[src/rtl/img2x_pkg.sv]
// shared types, constants and kernel helpers for the 2x bicubic/bilinear upscaler
// no dependencies; imported by every module of the block
package img2x_pkg;

   localparam int COORD_W    = 9;      // column and row fields
   localparam int DIM_W      = 13;     // source dimensions up to 4096
   localparam int ELEV_W     = 16;
   localparam int HARD_W     = 13;
   localparam int ELEV_OUT_W = 17;
   localparam int WT_W       = 8;      // one axis weight, over 128
   localparam int PW_W       = 15;     // product of two axis weights
   localparam int ACC_W      = 32;
   localparam int FRAC_BITS  = 14;
   localparam int ROUND_BIAS = 8192;
   localparam int HARD_FULL  = 4096;
   localparam int CSR_IDX_W  = 2;
   localparam int CSR_DATA_W = 9;
   localparam int DIM_RESET  = 256;
   localparam int MAX_WIDTH_DEF  = 256;
   localparam int MAX_HEIGHT_DEF = 256;

   typedef enum logic {
      OP_WRITE = 1'b0,
      OP_READ  = 1'b1
   } op_type;

   typedef enum logic {
      FILTER_BILINEAR = 1'b0,
      FILTER_BICUBIC  = 1'b1
   } filter_type;

   typedef enum logic [CSR_IDX_W-1:0] {
      REG_SRC_WIDTH  = 2'd0,
      REG_SRC_HEIGHT = 2'd1,
      REG_HARD_EN    = 2'd2,
      REG_FILTER     = 2'd3
   } csr_idx_type;

   typedef struct packed {
      logic clear;
      logic valid;
   } mac_ctl_type;

   // keys kernel (a = -0.5) at quarter offsets, reversed for odd outputs
   function automatic logic signed [WT_W-1:0] axis_weight(logic cubic, logic odd,
                                                          logic [1:0] i);
      logic [1:0] j;
      logic signed [WT_W-1:0] w;
      j = odd ? ~i : i;
      w = '0;
      if (cubic) begin
         case (j)
            2'd0:    w = -8'sd3;
            2'd1:    w = 8'sd29;
            2'd2:    w = 8'sd111;
            2'd3:    w = -8'sd9;
            default: w = '0;
         endcase
      end else begin
         // bilinear uses two taps; reversal maps tap 0/1 onto codes 3/2
         case (j)
            2'd0, 2'd2: w = 8'sd32;
            2'd1, 2'd3: w = 8'sd96;
            default:    w = '0;
         endcase
      end
      return w;
   endfunction

   // source tap index along one axis, clamped to the edge
   function automatic logic [DIM_W-1:0] axis_tap(logic [COORD_W-1:0] o,
                                                 logic [DIM_W-1:0] n,
                                                 logic cubic, logic [1:0] i);
      logic [1:0] off;
      logic signed [DIM_W+1:0] p;
      logic signed [DIM_W+1:0] lim;
      logic [DIM_W-1:0] r;
      off = cubic ? (o[0] ? 2'd1 : 2'd2) : (o[0] ? 2'd0 : 2'd1);
      p = $signed((DIM_W+2)'(o[COORD_W-1:1])) - $signed((DIM_W+2)'(off))
          + $signed((DIM_W+2)'(i));
      lim = $signed((DIM_W+2)'(n - DIM_W'(1)));
      if (p[DIM_W+1]) r = '0;
      else if (p > lim) r = lim[DIM_W-1:0];
      else r = p[DIM_W-1:0];
      return r;
   endfunction

endpackage

[src/rtl/img2x_mac.sv]
// shared multiply-accumulate unit, one tap per cycle for elevation and hardness
// depends on img2x_pkg
module img2x_mac import img2x_pkg::*; (
   input  logic                     clock,
   input  logic                     reset,
   input  mac_ctl_type              ctl,
   input  logic signed [ELEV_W-1:0] elevation,
   input  logic [HARD_W-1:0]        hardness,
   input  logic signed [PW_W-1:0]   weight,
   output logic signed [ACC_W-1:0]  acc_elevation,
   output logic signed [ACC_W-1:0]  acc_hardness,
   output logic                     busy
);

   logic signed [ELEV_W+PW_W-1:0]   prod_e_in, prod_e_ff;
   logic signed [HARD_W+PW_W:0]     prod_h_in, prod_h_ff;
   logic                            pvalid_in, pvalid_ff;
   logic signed [ACC_W-1:0]         acc_e_in, acc_e_ff;
   logic signed [ACC_W-1:0]         acc_h_in, acc_h_ff;

   always_comb begin
      prod_e_in = elevation * weight;
      prod_h_in = $signed({1'b0, hardness}) * weight;
      pvalid_in = ctl.valid;
      acc_e_in  = acc_e_ff;
      acc_h_in  = acc_h_ff;
      if (ctl.clear) begin
         acc_e_in = '0;
         acc_h_in = '0;
      end else if (pvalid_ff) begin
         acc_e_in = acc_e_ff + ACC_W'(prod_e_ff);
         acc_h_in = acc_h_ff + ACC_W'(prod_h_ff);
      end
   end

   always_ff @(posedge clock) begin
      if (reset) begin
         pvalid_ff <= 1'b0;
      end else begin
         pvalid_ff <= pvalid_in;
      end
      prod_e_ff <= prod_e_in;
      prod_h_ff <= prod_h_in;
      acc_e_ff  <= acc_e_in;
      acc_h_ff  <= acc_h_in;
   end

   assign acc_elevation = acc_e_ff;
   assign acc_hardness  = acc_h_ff;
   assign busy          = pvalid_ff;

endmodule

[config.mk]
export PLATFORM = sky130hd
export DESIGN_NAME = img2x_mac
export DESIGN_NICKNAME = d
export VERILOG_FILES = /design/src/rtl/img2x_pkg.sv /design/src/rtl/img2x_mac.sv
export SDC_FILE = /design/constraint.sdc
export NUM_CORES = 1
export LEC_CHECK = 0
export BUFFER_PORTS_ARGS = -buffer_cell sky130_fd_sc_hd__buf_2
export CAP_MARGIN = 20
export CORE_MARGIN = 3
export CORE_UTILIZATION = 30
export CTS_CLUSTER_SIZE = 10
export DETAILED_ROUTE_END_ITERATION = 7
export PLACE_DENSITY = 0.51
export SLEW_MARGIN = 20
export SYNTH_ARGS = -nofsm -noshare
export SYNTH_HDL_FRONTEND = slang
export SYNTH_SLANG_ARGS = --single-unit
[constraint.sdc]
create_clock -name clock -period 19.3 [get_ports clock]
set_input_delay 3.86 -clock clock [delete_from_list [all_inputs] [get_ports clock]]
set_output_delay 3.86 -clock clock [all_outputs]
set_load 0.01 [all_outputs]
==> Word-level counts from Yosys, hierarchy flattened <==
Cells that the tools add are included.
{ "totals": {"register_bits": 125, "latch_bits": 0, "ram_bits": 0, "mem_bits_ro": 0, "in_bits": 48, "output_inout_bits": 65, "wordCells": 9, "memories": 0} }
{ "op_classes": {"add_sub_neg": 2, "mul": 2, "n_div": 0, "n_lt_le_gt_ge": 0, "eq_ne": 0, "shifts": 0, "muxes": 0, "bitwise": 0, "n_reduce_logical": 0} }
{ "ops": {"columns": ["op", "n"], "rows": [
  ["32-bit by 29-bit adder with 32-bit output", 1],
  ["32-bit by 31-bit adder with 32-bit output", 1],
  ["16-bit by 15-bit multiplier with 31-bit output", 1],
  ["14-bit by 15-bit multiplier with 29-bit output", 1]
]} }

==> Depth between registers and ports, before layout <==
Gate-level depths: netlist (run 1).
{ "logic_depth": {"ltp_word": 1, "depth_mapped": 27, "depth_no_buf": 25} }

==> Worst setup path before layout (run 1) <==
No wires, ideal clock.
{ "synth_path": {"path_kind": "input port to flip-flop", "from": "input port weight[0]", "to": "register prod_e_ff[30]", "setup_ps": 121, "t_arrival_ps": 9819, "slack_ps": 9360, "stages": 24, "cell_sequence": "clkbuf_1 > clkbuf_1 > nand2_1 > fa_1 > fa_1 > inv_1 > fa_1 > fa_1 > fa_1 > inv_1 > fa_1 > inv_1 > ha_1 > a21o_1 > a21o_1 > a21oi_2 > a21boi_4 > o31ai_2 > o41ai_4 > nor2_1 > a211oi_2 > nor2_1 > o41a_1 > xnor2_1"} }
{ "synth_between": {"elab_chain_len": 1} }
{ "synth_lines": {"columns": ["item", "line_no", "text"], "rows": [
  ["from (decl)", "img2x_mac.sv:9", "input logic signed [PW_W-1:0] weight,"],
  ["16-bit by 15-bit multiplier with 31-bit output", "img2x_mac.sv:22", "prod_e_in = elevation * weight;"],
  ["via prod_e_in[30]", "img2x_mac.sv:15", "logic signed [ELEV_W+PW_W-1:0] prod_e_in, prod_e_ff;"],
  ["to (signal assigned)", "img2x_mac.sv:42", "prod_e_ff <= prod_e_in;"],
  ["to (decl)", "img2x_mac.sv:15", null]
]} }
The timed path passes the listed nets, and every way through them passes these cells.
A chain may end at the register's enable or synchronous reset.

==> Final worst setup path (run 1) <==
{ "layout_path": {"from": "input port weight[0]", "to": "register prod_e_ff[27]"} }
The elaborated chain is that of the path after synthesis.

==> results of run 1 <==
[metrics by stage]
step	util (%)	setup slack [ns]	instances	hold slack [ns]
floorplan	-	9.36	2537	0.488
global placement	32.4	8.77	3528	0.478
detailed placement	32.4	8.74	3528	0.480
CTS	33.2	9.26	3560	0.488
global route	33.2	8.70	3560	0.512
finish	33.3	9.13	3565	0.480
[registers in the layout, indices dropped and copies added (netlist names)]
name,cells
acc_elevation,32
prod_e_ff,31
acc_hardness,32
prod_h_ff,29
busy,1
[cells by family after synthesis]
group | after synthesis | share of synthesized area, %
fa+ha+maj | 646 | 49.3
flops | 125 | 10.9
compound gates | 296 | 8.70
buf+inv | 628 | 10.3
simple gates | 683 | 14.4
xor+xnor | 118 | 4.51
mux | 41 | 1.79
[layout by cell type (no fill, tap or decap), types with 56 or more instances in the layout]
| cell type | n |
|---|---|
| and2_1 | 216 |
| inv_1 | 535 |
| nand2_1 | 261 |
| ha_1 | 218 |
| buf_2 | 112 |
| nor2_1 | 124 |
| xnor2_1 | 90 |
| fa_1 | 428 |
| a21o_1 | 56 |
| a21oi_1 | 90 |
| dfxtp_1 | 124 |
[critical path, delay by kind of cell]
family	cells	cell delay, ns
xor+xnor	1	0.15
compound gates	6	1.83
buf+inv	4	0.73
fa+ha+maj	7	3.75
simple gates	1	0.19
[layer usage]
metal / track usage, % / vias to the layer above / share of wire (%) / wire length [um]
met5: 0 / - / 0.049 / 27
li1: - / 7858 / - / -
met3: 2.36 / 27 / 3.6 / 1980
met4: 2.60 / 4 / 0.88 / 483
met1: 20.9 / 8138 / 50 / 27300
met2: 23.2 / 218 / 45 / 24800
[path summary, 6_finish.rpt]
check,from,end,slack (ns),cells after the start
worst max-delay path,weight[0],prod_e_ff[27],9.13,19
worst max register to register,acc_hardness[0],acc_hardness[30],15.77,14
worst min-delay path,acc_hardness[28],acc_hardness[28],0.48,2
worst min register to register,acc_hardness[28],acc_hardness[28],0.48,2
[layout make-up]
| type | instances | area [sq um] | share of cell area (%) |
|---|---|---|---|
| Antenna cell | 5 | 12.5 | 0.0501 |
| Clock buffer | 22 | 464 | 1.86 |
| Clock inverter | 10 | 139 | 0.556 |
| Inverter | 535 | 2010 | 8.04 |
| Multi-Input combinational cell | 1784 | 18000 | 72.3 |
| Sequential cell | 125 | 2510 | 10.0 |
| Tap cell | 969 | 1210 | 4.86 |
| Timing Repair Buffer | 115 | 583 | 2.34 |
==> impl_results.md, run 1 <==
* All-Layer GR Usage at 14.5%
* CP cell instances: buf_2 > nand2_1 > inv_1 > fa_1 > fa_1 > fa_1 > fa_1 > fa_1 > inv_1 > fa_1 > inv_1 > ha_1 > a2111oi_0 > a31oi_1 > a31o_1 > a21oi_1 > o21bai_1 > a21oi_1 > xnor2_1
* CP startpoint kind: input port
* Post-route minimum period at 10.17 ns
* GRT overflow at 0
* Initial Util at 30.5%
* Fin area at 25000 sq um
* Area Overhead vs Synth at 9.00%
* Clk_lat worst skew at 0.46 ns
* FP Rows at 100
* Die H at 282 um
* Post-Syn Area at 22900 sq um
* Htree depth at 4
* Arrival time worst endpoint at 10.55 ns
* DIE AREA at 79700 sq um
* Final setup viols at 0
* First-pass GRT wire length at 91.1 mm
* IO buf count at 112
* Hold_buf cts at 0
* Sequential area share after synthesis at 10.9%
* CP Class: input port to flip-flop
* Worst-path clk slew at 0.06 ns
* Chip width at 282 um
* Yosys top cell by area: fa_1
* Max_cap viols at 0
* Slew HR at 46.7%
* IO Pins at 113
* Cts bufs inserted at 17
* Post-DP HPWL at 44.6 mm
* Crit-path most repeated cell: fa_1
* Top cell type's share of synthesized area at 37.4%
* Post-synth net total at 3231
* Gpl congestion at 0.801
* Avg WL per Cell at 15.3 um
* Synth Register Bits at 125
* TritonCTS clock tree: built
* Post-cts sizing count at 0
* Vias post-DR at 16200
* Post-synth top cells: inv_1, fa_1, nand2_1, ha_1, and2_1
* Status: finished, final reports clean
* Fmax at 98.3 MHz
* Maximum clock path buffer count at 2
* Final Max Slew Viols at 0
* Nets at 3272
* Drt via density at 4.56
* Clock Tree Root: clkbuf_16
* TritonCTS Sinks at 125
* Critical Path RT at 19.68 ns
* Placed instance area at 24400 sq um
* Post-synth EDFFs at 0
* Layout cells sized above 1 at 6.10%
* Initial antenna violation count at 7
* Slowest cell delay on critical path at 0.88 ns
* Vias in the first global route at 17100
* CP max stage cell: fa_1
* Syn Inst Count at 2537
* Setup Fix Bufs, Post-CTS at 0
* Syn. warnings at 0
* Crit share post-route at 52.7%
* RSZ-0062 raised after global routing: false
* Area of the core at 75100 sq um
* Initial DRT Pass Iterations at 4
* Capturing element type of the critical path: flip-flop
* Clock Skew at 0.00963 ns
* Post-DRT Antenna Nets at 0
* Netlist cell types at 67
* Hold Fails Final Rpt at 0
* Main synth FF type: dfxtp_1
* Cell with the most instances after synthesis: inv_1
* DRC at 0
* DR iter-0 viols at 732
* Worst Hold Class: flip-flop to flip-flop
* Largest net degree at the start of global routing at 69
* Slew @ Worst Pin at 0.800 ns
* Max Fanout on Critical Path at 29
* Ys async rst share at 0%
* Mean area per synthesized cell at 9.03 sq um
* Ranking of synthesized cells by area: fa_1, ha_1, dfxtp_1
* Setup TNS after final layout at 0 ns
* # fillers at 7922
* Drt total wl at 54.6 mm
Power of run 1 is not shown: default switching activity piles up to over one toggle a cycle in this logic, so the estimate is an artifact.
==> inputs of run 2 (changes only) <==
==> constraint.sdc (replaced) <==
create_clock -name clock -period 10.6 [get_ports clock]
set_input_delay 2.12 -clock clock [delete_from_list [all_inputs] [get_ports clock]]
set_output_delay 2.12 -clock clock [all_outputs]
set_load 0.01 [all_outputs]
==> run 2 against run 1 <==
Net effect: critical path depth did not move; via count hardly changed; utilization about the same; die area is the same; worst setup slack got worse by 6.9 ns; count of clock-buffer cells in the layout unchanged; sequential share of layout area hardly changed; design area barely moved; sequential cell count did not move; largest cell class unchanged; highest routed layer unchanged.
==> impl_results.md, run 2 (synthesis results as in run 1) <==
* Status: finished, final reports clean
* Drt total wl at 54.6 mm
* Clock Tree Root: clkbuf_16
* Setup WS post-layout at 2.19 ns
* Crit share post-route at 79.4%
* DRC at 0
* Setup TNS after final layout at 0 ns
* RSZ-0062 raised after global routing: false
* CP max stage cell: fa_1
* Drt via density at 4.56
* Place WS at 1.75 ns
* Delay-heaviest family, CP: adder cells
* TritonCTS Sinks at 125
* Crit-path most repeated cell: fa_1
* Max Fanout on Critical Path at 29
* Clock Skew at 0.00749 ns
* Chip width at 282 um
* Most frequent cells in the layout: inv_1, fa_1, nand2_1
* All-Layer GR Usage at 14.4%
* Hold_buf cts at 0
* Clk_lat worst skew at 0.46 ns
* Min-delay src: acc_hardness[28]
* Post-route minimum period at 8.41 ns
* Post-DRT Antenna Nets at 0
* First-pass GRT wire length at 90.6 mm
* DIE AREA at 79700 sq um
* Fmax at 119 MHz
* Initial Util at 30.5%
* Post-cts sizing count at 0
* Die H at 282 um
* Slew HR at 47.2%
* CP startpoint kind: input port
* Cts bufs inserted at 17
* Final Max Slew Viols at 0
* CP cell instances: buf_2 > nand2_1 > inv_1 > fa_1 > fa_1 > fa_1 > fa_1 > fa_1 > inv_1 > fa_1 > inv_1 > ha_1 > a2111oi_0 > a31oi_1 > a31o_1 > a21oi_1 > o21bai_1 > a21oi_1 > xnor2_1
* Final setup viols at 0
* Gpl congestion at 0.806
* R2r startpoint: acc_elevation[0]
* Vias in the first global route at 16900
* Maximum clock path buffer count at 2
* GRT overflow at 0
* Critical Path RT at 10.99 ns
* Hold WS at 0.471 ns
* IO buf count at 112
* Worst R2R End: acc_elevation[30]
* CP Buf/Inv Count at 4
* Largest net degree at the start of global routing at 69
* TritonCTS clock tree: built
* Vias post-DR at 16200
* Nets at 3273
* CP Class: input port to flip-flop
* Area Overhead vs Synth at 8.97%
* Capturing element type of the critical path: flip-flop
* Hold path cells at 2
* DR iter-0 viols at 724
* Setup Fix Bufs, Post-CTS at 0
* Initial DRT Pass Iterations at 5
* Slew @ Worst Pin at 0.772 ns
* R2R setup slack at 7.09 ns
* Arrival time worst endpoint at 8.81 ns
* FF-to-FF path depth at 14
* Min-Delay Endpoint: acc_hardness[28]
* IO Pins at 113
* Layout cells sized above 1 at 6.06%
* Avg WL per Cell at 15.3 um
* Hold Fails Final Rpt at 0
* Slowest cell delay on critical path at 0.88 ns
* Htree depth at 4
* Commonest non-fill, non-tap cell in the layout: inv_1
* Area of the core at 75100 sq um
* Worst Hold Class: flip-flop to flip-flop
* Worst-path clk slew at 0.06 ns
* Post-DP HPWL at 44.7 mm
* Max_cap viols at 0
* Initial antenna violation count at 8
* FP Rows at 100
-- run 2: worst max path at each step --
| stage | start | to | slack [ns] | depth (start not counted) |
|---|---|---|---|---|
| after detailed placement | weight[0] | prod_e_ff[27] | 1.75 | 20 |
| after global placement | weight[14] | prod_e_ff[30] | 1.82 | 23 |
| after global routing | weight[0] | prod_e_ff[27] | 1.71 | 20 |
| final | weight[0] | prod_e_ff[27] | 2.19 | 19 |
| after CTS | weight[0] | prod_e_ff[27] | 2.27 | 20 |
| after floorplan | weight[0] | prod_e_ff[30] | 2.40 | 24 |
-- run 2: per-layer routing --
layer | share of wire, % | track usage (%) | vias to the layer above
li1 | - | - | 7852
met1 | 50 | 20.8 | 8112
met2 | 45 | 22.7 | 237
met3 | 4.2 | 2.55 | 27
met4 | 0.94 | 2.70 | 6
met5 | 0.073 | 0 | -
-- run 2: cell type report --
type,count,area [sq um]
timing repair buffer,116,591
multi-input combinational,1784,18000
tap,969,1210
fill,7888,50100
inverter,535,2010
antenna,5,12.5
clock inverter,7,115
sequential,125,2510
clock buffer,22,474
-- run 2: stage by stage --
stage               utilization [%]  area, sq um  instances
finish                         33.2        25000       3563
global route                   33.2        24900       3558
CTS                            33.2        24900       3558
detailed placement             32.4        24400       3529
global placement               32.4        24400       3529
floorplan                         -        22900       2537
-- run 2: worst register-to-register path: stages, from the launching register on --
cell and delay, ns:
dfxtp_1 0.34, ha_1 0.21, inv_1 0.07, fa_1 0.37, nor2b_1 0.18, o21a_1 0.15
o21ai_1 0.12, a211oi_1 0.41, a21oi_1 0.19, o31ai_2 0.48, a21bo_1 0.20, nand2b_1 0.11
a31oi_1 0.11, or4_1 0.40, o311ai_1 0.10
Power of run 2 is left out for the same reason.
